===== config.mk =====
export PLATFORM = sky130hd
export DESIGN_NAME = knn_vote_classifier
export DESIGN_NICKNAME = d
export VERILOG_FILES = /design/src/hdl/knnv_pkg.sv /design/src/hdl/knnv_dist.sv /design/src/hdl/knnv_heap_ram.sv /design/src/hdl/knnv_heap_ctrl.sv /design/src/hdl/knn_vote_classifier.sv
export SDC_FILE = /design/constraint.sdc
export NUM_CORES = 2
export LEC_CHECK = 0
export BUFFER_PORTS_ARGS = -buffer_cell sky130_fd_sc_hd__buf_2
export CORE_MARGIN = 4
export CORE_UTILIZATION = 40
export DETAILED_ROUTE_END_ITERATION = 10
export GPL_ROUTABILITY_DRIVEN = 0
export PLACE_DENSITY = 0.57
export SYNTH_ARGS = -nofsm -noshare
export SYNTH_HDL_FRONTEND = slang
export SYNTH_HIERARCHICAL = 1
export SYNTH_SLANG_ARGS = --single-unit

===== constraint.sdc =====
create_clock -name clk -period 28 [get_ports clk]
set_input_delay 2.8 -clock clk [delete_from_list [all_inputs] [get_ports clk]]
set_output_delay 2.8 -clock clk [all_outputs]
set_load 0.01 [all_outputs]

===== src/hdl/knnv_pkg.sv =====
`default_nettype none

package knnv_pkg;

  localparam int K_MAX_DEF        = 16;
  localparam int FEATURE_BITS_DEF = 16;
  localparam int K_W              = 5;
  localparam int VOTE_W           = 5;
  localparam logic [K_W-1:0] K_RESET = 5'd3;

  typedef enum logic [3:0] {
    S_IDLE,
    S_SUM,
    S_DEC,
    S_UP_RQ,
    S_UP_CMP,
    S_DN_RQ,
    S_DN_CMP,
    S_SCAN,
    S_OUT
  } state_t;

  typedef struct packed {
    logic              approved;
    logic [VOTE_W-1:0] approved_votes;
    logic [VOTE_W-1:0] failed_votes;
  } result_t;

endpackage

`default_nettype wire


===== src/hdl/knnv_dist.sv =====
`default_nettype none

module knnv_dist #(
  parameter int FEATURE_BITS = knnv_pkg::FEATURE_BITS_DEF,
  parameter int DW           = 2 * FEATURE_BITS + 2
) (
  input  wire logic                    clk,
  input  wire logic                    en,
  input  wire logic [FEATURE_BITS-1:0] query_grade,
  input  wire logic [FEATURE_BITS-1:0] query_hours,
  input  wire logic [FEATURE_BITS-1:0] sample_grade,
  input  wire logic [FEATURE_BITS-1:0] sample_hours,
  output logic      [DW-1:0]           sq_dist
);

  localparam int SW = 2 * FEATURE_BITS;

  logic [FEATURE_BITS-1:0] dg;
  logic [FEATURE_BITS-1:0] dh;
  logic [SW-1:0]           dg_w;
  logic [SW-1:0]           dh_w;
  logic [SW-1:0]           sq_g;
  logic [SW-1:0]           sq_h;

  always_comb begin
    dg   = (query_grade > sample_grade) ? query_grade - sample_grade
                                        : sample_grade - query_grade;
    dh   = (query_hours > sample_hours) ? query_hours - sample_hours
                                        : sample_hours - query_hours;
    dg_w = SW'(dg);
    dh_w = SW'(dh);
  end

  // squares taken on the accepting edge, summed on the next
  always_ff @(posedge clk) begin
    if (en) begin
      sq_g <= dg_w * dg_w;
      sq_h <= dh_w * dh_w;
    end
    sq_dist <= DW'(sq_g) + DW'(sq_h);
  end

endmodule

`default_nettype wire


===== src/hdl/knnv_heap_ram.sv =====
`default_nettype none

module knnv_heap_ram #(
  parameter int DEPTH = knnv_pkg::K_MAX_DEF,
  parameter int AW    = 4,
  parameter int EW    = 35
) (
  input  wire logic          clk,
  input  wire logic [AW-1:0] ra,
  input  wire logic [AW-1:0] rb,
  output logic      [EW-1:0] rd_a,
  output logic      [EW-1:0] rd_b,
  input  wire logic          we,
  input  wire logic [AW-1:0] wa,
  input  wire logic [EW-1:0] wd
);

  logic [EW-1:0] mem [DEPTH];

  always_ff @(posedge clk) begin
    if (we) begin
      mem[wa] <= wd;
    end
    rd_a <= mem[ra];
    rd_b <= mem[rb];
  end

endmodule

`default_nettype wire


===== src/hdl/knnv_heap_ctrl.sv =====
`default_nettype none

module knnv_heap_ctrl #(
  parameter int DW    = 34,
  parameter int CW    = 5,
  parameter int AW    = 4
) (
  input  wire logic                 clk,
  input  wire logic                 rst,
  input  wire logic                 in_valid,
  output logic                      in_ready,
  input  wire logic                 sample_label,
  input  wire logic                 last_sample,
  input  wire logic [CW-1:0]        k_eff,
  input  wire logic                 cfg_we,
  input  wire logic [CW-1:0]        cfg_k_eff,
  input  wire logic [DW-1:0]        sq_dist,
  output logic      [AW-1:0]        ra,
  output logic      [AW-1:0]        rb,
  input  wire logic [DW:0]          rd_a,
  input  wire logic [DW:0]          rd_b,
  output logic                      we,
  output logic      [AW-1:0]        wa,
  output logic      [DW:0]          wd,
  output logic                      res_valid,
  input  wire logic                 res_ready,
  output knnv_pkg::result_t         res
);

  localparam int LW = AW + 1;

  knnv_pkg::state_t state, state_next, done_state;

  logic [CW-1:0] count, count_next;
  logic [AW-1:0] pos, pos_next;
  logic [AW-1:0] node, node_next;
  logic [DW:0]   carried, carried_next;
  logic [CW-1:0] scan_idx, scan_idx_next;
  logic          scan_valid, scan_valid_next;
  logic [CW-1:0] yes, yes_next;
  logic [CW-1:0] no, no_next;
  logic          label_q;
  logic          last_q;

  logic [DW:0]   new_entry;
  logic [AW-1:0] lim;
  logic [LW-1:0] lim_ext;
  logic [LW-1:0] left;
  logic [LW-1:0] right;
  logic [AW-1:0] parent;
  logic [AW-1:0] big;
  logic [DW:0]   big_val;
  logic          in_accept;

  assign in_accept = in_valid && in_ready;

  always_ff @(posedge clk) begin
    if (rst) begin
      state      <= knnv_pkg::S_IDLE;
      count      <= '0;
      scan_valid <= 1'b0;
    end else begin
      state      <= state_next;
      count      <= count_next;
      scan_valid <= scan_valid_next;
    end
  end

  always_ff @(posedge clk) begin
    pos      <= pos_next;
    node     <= node_next;
    carried  <= carried_next;
    scan_idx <= scan_idx_next;
    yes      <= yes_next;
    no       <= no_next;
    if (in_accept) begin
      label_q <= sample_label;
      last_q  <= last_sample;
    end
  end

  always_comb begin
    new_entry  = {label_q, sq_dist};
    lim        = AW'(k_eff - CW'(1));
    lim_ext    = LW'(lim);
    left       = LW'(node) * LW'(2) + LW'(1);
    right      = left + LW'(1);
    parent     = (pos - AW'(1)) >> 1;
    done_state = last_q ? knnv_pkg::S_SCAN : knnv_pkg::S_IDLE;

    // larger child, left checked first, right only if strictly larger still
    big     = node;
    big_val = carried;
    if (rd_a[DW-1:0] > carried[DW-1:0]) begin
      big     = left[AW-1:0];
      big_val = rd_a;
    end
    if (right < lim_ext && rd_b[DW-1:0] > big_val[DW-1:0]) begin
      big     = right[AW-1:0];
      big_val = rd_b;
    end

    state_next      = state;
    count_next      = count;
    pos_next        = pos;
    node_next       = node;
    carried_next    = carried;
    scan_idx_next   = scan_idx;
    scan_valid_next = scan_valid;
    yes_next        = yes;
    no_next         = no;
    in_ready        = 1'b0;
    res_valid       = 1'b0;
    ra              = '0;
    rb              = '0;
    we              = 1'b0;
    wa              = pos;
    wd              = carried;

    // lowering k drops the tail of the heap
    if (cfg_we && count > cfg_k_eff) begin
      count_next = cfg_k_eff;
    end

    unique case (state)
      knnv_pkg::S_IDLE: begin
        in_ready = 1'b1;
        if (in_valid) begin
          state_next      = knnv_pkg::S_SUM;
          scan_idx_next   = '0;
          scan_valid_next = 1'b0;
          yes_next        = '0;
          no_next         = '0;
        end
      end
      knnv_pkg::S_SUM: begin
        ra         = '0;
        rb         = lim;
        state_next = knnv_pkg::S_DEC;
      end
      knnv_pkg::S_DEC: begin
        if (count < k_eff) begin
          pos_next     = AW'(count);
          count_next   = count + CW'(1);
          carried_next = new_entry;
          state_next   = knnv_pkg::S_UP_RQ;
        end else if (sq_dist < rd_a[DW-1:0]) begin
          // root leaves: last entry is carried down from the root
          carried_next = rd_b;
          node_next    = '0;
          state_next   = knnv_pkg::S_DN_RQ;
        end else begin
          state_next = done_state;
        end
      end
      knnv_pkg::S_UP_RQ: begin
        ra = parent;
        if (pos == '0) begin
          we         = 1'b1;
          wa         = pos;
          wd         = carried;
          state_next = done_state;
        end else begin
          state_next = knnv_pkg::S_UP_CMP;
        end
      end
      knnv_pkg::S_UP_CMP: begin
        we = 1'b1;
        wa = pos;
        if (rd_a[DW-1:0] < carried[DW-1:0]) begin
          wd         = rd_a;
          pos_next   = parent;
          state_next = knnv_pkg::S_UP_RQ;
        end else begin
          wd         = carried;
          state_next = done_state;
        end
      end
      knnv_pkg::S_DN_RQ: begin
        ra = left[AW-1:0];
        rb = right[AW-1:0];
        if (left >= lim_ext) begin
          we           = 1'b1;
          wa           = node;
          wd           = carried;
          pos_next     = lim;
          carried_next = new_entry;
          state_next   = knnv_pkg::S_UP_RQ;
        end else begin
          state_next = knnv_pkg::S_DN_CMP;
        end
      end
      knnv_pkg::S_DN_CMP: begin
        we = 1'b1;
        wa = node;
        if (big == node) begin
          wd           = carried;
          pos_next     = lim;
          carried_next = new_entry;
          state_next   = knnv_pkg::S_UP_RQ;
        end else begin
          wd         = big_val;
          node_next  = big;
          state_next = knnv_pkg::S_DN_RQ;
        end
      end
      knnv_pkg::S_SCAN: begin
        if (scan_valid) begin
          if (rd_a[DW]) begin
            yes_next = yes + CW'(1);
          end else begin
            no_next = no + CW'(1);
          end
        end
        if (scan_idx < count) begin
          ra              = AW'(scan_idx);
          scan_idx_next   = scan_idx + CW'(1);
          scan_valid_next = 1'b1;
        end else begin
          scan_valid_next = 1'b0;
          if (!scan_valid) begin
            state_next = knnv_pkg::S_OUT;
          end
        end
      end
      knnv_pkg::S_OUT: begin
        res_valid = 1'b1;
        if (res_ready) begin
          count_next = '0;
          state_next = knnv_pkg::S_IDLE;
        end
      end
      default: begin
        state_next = knnv_pkg::S_IDLE;
      end
    endcase

    res.approved       = yes > no;
    res.approved_votes = knnv_pkg::VOTE_W'(yes);
    res.failed_votes   = knnv_pkg::VOTE_W'(no);
  end

endmodule

`default_nettype wire


===== src/hdl/knn_vote_classifier.sv =====
`default_nettype none
// one sample transaction at a time: a sample is dropped, fills a free heap slot
// and sifts up, or evicts the root, sifts the last entry down from the root and
// then sifts the new entry up
// the last sample also reads out the labels before the result
// a result waits in an output register while the next sample is taken
// rst is synchronous: heap emptied, k back to 3, heap memory not cleared

module knn_vote_classifier #(
  parameter int K_MAX        = knnv_pkg::K_MAX_DEF,
  parameter int FEATURE_BITS = knnv_pkg::FEATURE_BITS_DEF
) (
  input  wire logic                         clk,
  input  wire logic                         rst,
  input  wire logic                         cfg_we,
  input  wire logic [knnv_pkg::K_W-1:0]     k_neighbors,
  input  wire logic                         in_valid,
  output logic                              in_ready,
  input  wire logic [FEATURE_BITS-1:0]      query_grade,
  input  wire logic [FEATURE_BITS-1:0]      query_hours,
  input  wire logic [FEATURE_BITS-1:0]      sample_grade,
  input  wire logic [FEATURE_BITS-1:0]      sample_hours,
  input  wire logic                         sample_label,
  input  wire logic                         last_sample,
  output logic                              out_valid,
  input  wire logic                         out_ready,
  output logic                              approved,
  output logic      [knnv_pkg::VOTE_W-1:0]  approved_votes,
  output logic      [knnv_pkg::VOTE_W-1:0]  failed_votes
);

  localparam int DW  = 2 * FEATURE_BITS + 2;
  localparam int CW  = $clog2(K_MAX + 1);
  localparam int AW  = (K_MAX > 1) ? $clog2(K_MAX) : 1;
  localparam int XW  = (CW > knnv_pkg::K_W) ? CW : knnv_pkg::K_W;

  function automatic logic [CW-1:0] eff_k(input logic [knnv_pkg::K_W-1:0] k);
    logic [XW-1:0] kx;
    kx = XW'(k);
    if (kx == '0) begin
      eff_k = CW'(1);
    end else if (kx > XW'(K_MAX)) begin
      eff_k = CW'(K_MAX);
    end else begin
      eff_k = CW'(kx);
    end
  endfunction

  logic [knnv_pkg::K_W-1:0] k_reg;
  logic [CW-1:0]            k_eff;
  logic [CW-1:0]            cfg_k_eff;
  logic [DW-1:0]            sq_dist;
  logic [AW-1:0]            ra;
  logic [AW-1:0]            rb;
  logic [DW:0]              rd_a;
  logic [DW:0]              rd_b;
  logic                     we;
  logic [AW-1:0]            wa;
  logic [DW:0]              wd;
  logic                     res_valid;
  logic                     res_ready;
  knnv_pkg::result_t        res;
  knnv_pkg::result_t        out_res;

  assign k_eff     = eff_k(k_reg);
  assign cfg_k_eff = eff_k(k_neighbors);
  assign res_ready = !out_valid || out_ready;

  always_ff @(posedge clk) begin
    if (rst) begin
      k_reg     <= knnv_pkg::K_RESET;
      out_valid <= 1'b0;
    end else begin
      if (cfg_we) begin
        k_reg <= k_neighbors;
      end
      if (res_valid && res_ready) begin
        out_valid <= 1'b1;
      end else if (out_ready) begin
        out_valid <= 1'b0;
      end
    end
  end

  always_ff @(posedge clk) begin
    if (res_valid && res_ready) begin
      out_res <= res;
    end
  end

  assign approved       = out_res.approved;
  assign approved_votes = out_res.approved_votes;
  assign failed_votes   = out_res.failed_votes;

  knnv_dist #(
    .FEATURE_BITS (FEATURE_BITS),
    .DW           (DW)
  ) u_dist (
    .clk          (clk),
    .en           (in_valid && in_ready),
    .query_grade  (query_grade),
    .query_hours  (query_hours),
    .sample_grade (sample_grade),
    .sample_hours (sample_hours),
    .sq_dist      (sq_dist)
  );

  knnv_heap_ram #(
    .DEPTH (K_MAX),
    .AW    (AW),
    .EW    (DW + 1)
  ) u_ram (
    .clk  (clk),
    .ra   (ra),
    .rb   (rb),
    .rd_a (rd_a),
    .rd_b (rd_b),
    .we   (we),
    .wa   (wa),
    .wd   (wd)
  );

  knnv_heap_ctrl #(
    .DW    (DW),
    .CW    (CW),
    .AW    (AW)
  ) u_ctrl (
    .clk          (clk),
    .rst          (rst),
    .in_valid     (in_valid),
    .in_ready     (in_ready),
    .sample_label (sample_label),
    .last_sample  (last_sample),
    .k_eff        (k_eff),
    .cfg_we       (cfg_we),
    .cfg_k_eff    (cfg_k_eff),
    .sq_dist      (sq_dist),
    .ra           (ra),
    .rb           (rb),
    .rd_a         (rd_a),
    .rd_b         (rd_b),
    .we           (we),
    .wa           (wa),
    .wd           (wd),
    .res_valid    (res_valid),
    .res_ready    (res_ready),
    .res          (res)
  );

endmodule

`default_nettype wire


==> summary.txt <==
Run status
  – Status: finished clean

Worst setup path
  – Critical path arrival: 12.09 ns
  – Buf/Inv on CP: 7
  – CP Max Fanout: 11
  – Cell family with most CP delay: adder cells
  – Slowest CP cell: xor2_1
  – CP endpoint kind: flip-flop
  – Most common cell on crit path: fa_1
  – Type of origin of the critical path: input pin
  – Worst path max stage delay: 0.57 ns
  – CP Data Required Time: 28.40 ns
  – Crit Path Class: in2reg

Detailed routing
  – Metal2 WL: 74810 um
  – Post-route ant nets: 0
  – Routed wl met3: about 8500 um
  – DRC Markers: 0
  – Vias: approximately 38000
  – 1st-iter DRT viols: between 2000 and 3000
  – Drt first pass iters: 5
  – Wl on met1: 64700 um
  – WL final: 152700 um
  – Wirelength per Cell: 22.55 um
  – Via density: 5.617
  – Max layer used: met5

Synthesis
  – Mapped Nets: 5569
  – Synth async-reset ratio: 0%
  – Top-count cell post-synth: edfxtp_1
  – Sequential-to-total area share from yosys stat: around two fifths
  – Post-synth top flop: edfxtp_1
  – Synth unique cells: 94
  – Synth Area per Inst: 12.07 um2
  – Synth top cells by count: 693 x edfxtp_1, 646 x inv_1, 421 x ha_1
  – Post-synth EDFFs: 693
  – Syn Inst Count: 4740
  – Post-synth top area share: 36.37%
  – Yosys synthesis warning count: 6
  – Synth Cell Area: roughly 57000 um2
  – Seq cells post-synth: 812
  – Synth area leader: edfxtp_1
  – Ranking of synthesized cells by area: edfxtp_1 36%, fa_1 12%, mux4_2 11%, ha_1 9.2%, inv_1 4.2%

STA
  – TNS Setup: 0 ns
  – Slew @ Worst Pin: 1.147 ns
  – Clock Skew: 0.05620 ns
  – Final period utilization: 41.75%
  – Slew HR: 23.40%
  – Final hold vios: 0
  – Final setup viols: 0
  – Final min period: 11.69 ns
  – Highest clock rate: 85.55 MHz
  – Slew Viols, Final: 0
  – RSZ-0062 raised after global routing: false

Finish
  – Area of the multi-input gates: 30800 um2
  – Fill cells: 13047
  – Layout cells sized above 1: 15.10%
  – P&R area growth vs syn: 10.08%
  – Max FFs per register: 560
  – Seq. cell area: 23190 um2
  – Largest Register: u_ram/mem
  – Nets: 5634

Die
  – Die height: 386.2 um
  – Die width: ~390 um
  – IO Count: 89
  – CORE AREA: 141800 um2
  – Die Area: 149200 um2
  – FP Rows: 138
  – Initial core utilization: approximately two fifths

Job
  – Max-cap violation count: 0

Global routing
  – Initial antenna violation count: 3
  – Vias in the first global route: between 30000 and 40000
  – Largest net degree at the start of global routing: 63
  – Total gr overflow: 0
  – GRT Overall Usage: 20.56%
  – First-pass GRT wire length: between 200000 and 250000 um

Clock tree
  – Setup Buffers After CTS: 0
  – Post-CTS sizing: 0
  – Max H-tree Level: 3
  – CTS Root Cell: clkbuf_16
  – Clock Sinks: 812
  – CTS tree: yes
  – Cts bufs inserted: 87
  – Reg clk slew, reported paths: 0.06 ns
  – Clk Latency, worst-skew pair: roughly 0.69 ns
  – Cts hold-fix bufs: 0
  – Clock Tree Buf Depth: 3

Place
  – Dpl hpwl: 101900 um
  – Port bufs: slightly below 90

Hold path
  – Min-delay worst type: reg2reg
==> cell families after synthesis <==
group / after synthesis / synth area share (%)
adder cells (fa/ha/maj): 753 / 20.82
buffers and inverters: 876 / 6.131
AND/OR/NAND/NOR: 996 / 7.916
other: 1 / 0.006554
flip-flops: 812 / 40.53
multiplexers: 384 / 12.95
AO/OA/AOI/OAI: 785 / 9.512
XOR/XNOR: 133 / 2.128
==> stage by stage <==
stage	cell area, um2	instances	utilization (%)	worst slack [ns]	hold WS (ns)
floorplan	57220	4740	-	16.90	0.4264
global placement	60060	6606	42.37	15.98	0.4407
detailed placement	60060	6606	42.37	15.67	0.4519
CTS	62990	6770	44.43	16.34	0.4673
global route	62990	6771	44.43	15.60	0.4742
finish	62990	6771	44.43	16.31	0.4734
==> metal layers <==
layer / vias to the layer above / GRT usage (%)
met5: - / 0
met4: 2 / 6.187
met3: 279 / 2.507
met2: 1165 / 35.02
met1: 19385 / 27.59
li1: 17199 / -
==> layout by cell type (no fill, tap or decap), types with 81 or more instances in the layout <==
cell type,instances
a21o_1,148
buf_4,106
clkbuf_16,87
ha_1,421
nor2_1,288
inv_1,646
buf_2,88
nand2_1,316
mux4_2,280
nor3_1,116
edfxtp_1,693
fa_1,332
o21ai_0,81
a22oi_1,144
dfxtp_1,119
a21oi_1,162
xnor2_1,84
==> worst paths after layout <==
path	cells after the start	from	slack [ns]	to
worst max-delay path	33	query_grade[0]	16.31	u_dist/sq_g[28]
worst min-delay path	1	u_dist/sq_h[0]	0.47	u_dist/sq_dist[0]
worst max register to register	18	u_ram/rd_a[15]	19.74	u_ram/mem[12][15]
worst min register to register	1	u_dist/sq_h[0]	0.47	u_dist/sq_dist[0]
==> layout make-up <==
cell class                 count  area share [%]
sequential                   812           36.82
clock buffer                 126           3.927
antenna                        1        0.003973
multi-input combinational   3052           48.89
clock inverter                38          0.7191
tap                         1890           3.754
inverter                     658           3.921
timing repair buffer         194           1.963
Power is left out: the tool's default activity adds up to more than one toggle a clock period on the data nets, which glitch-free logic cannot reach.
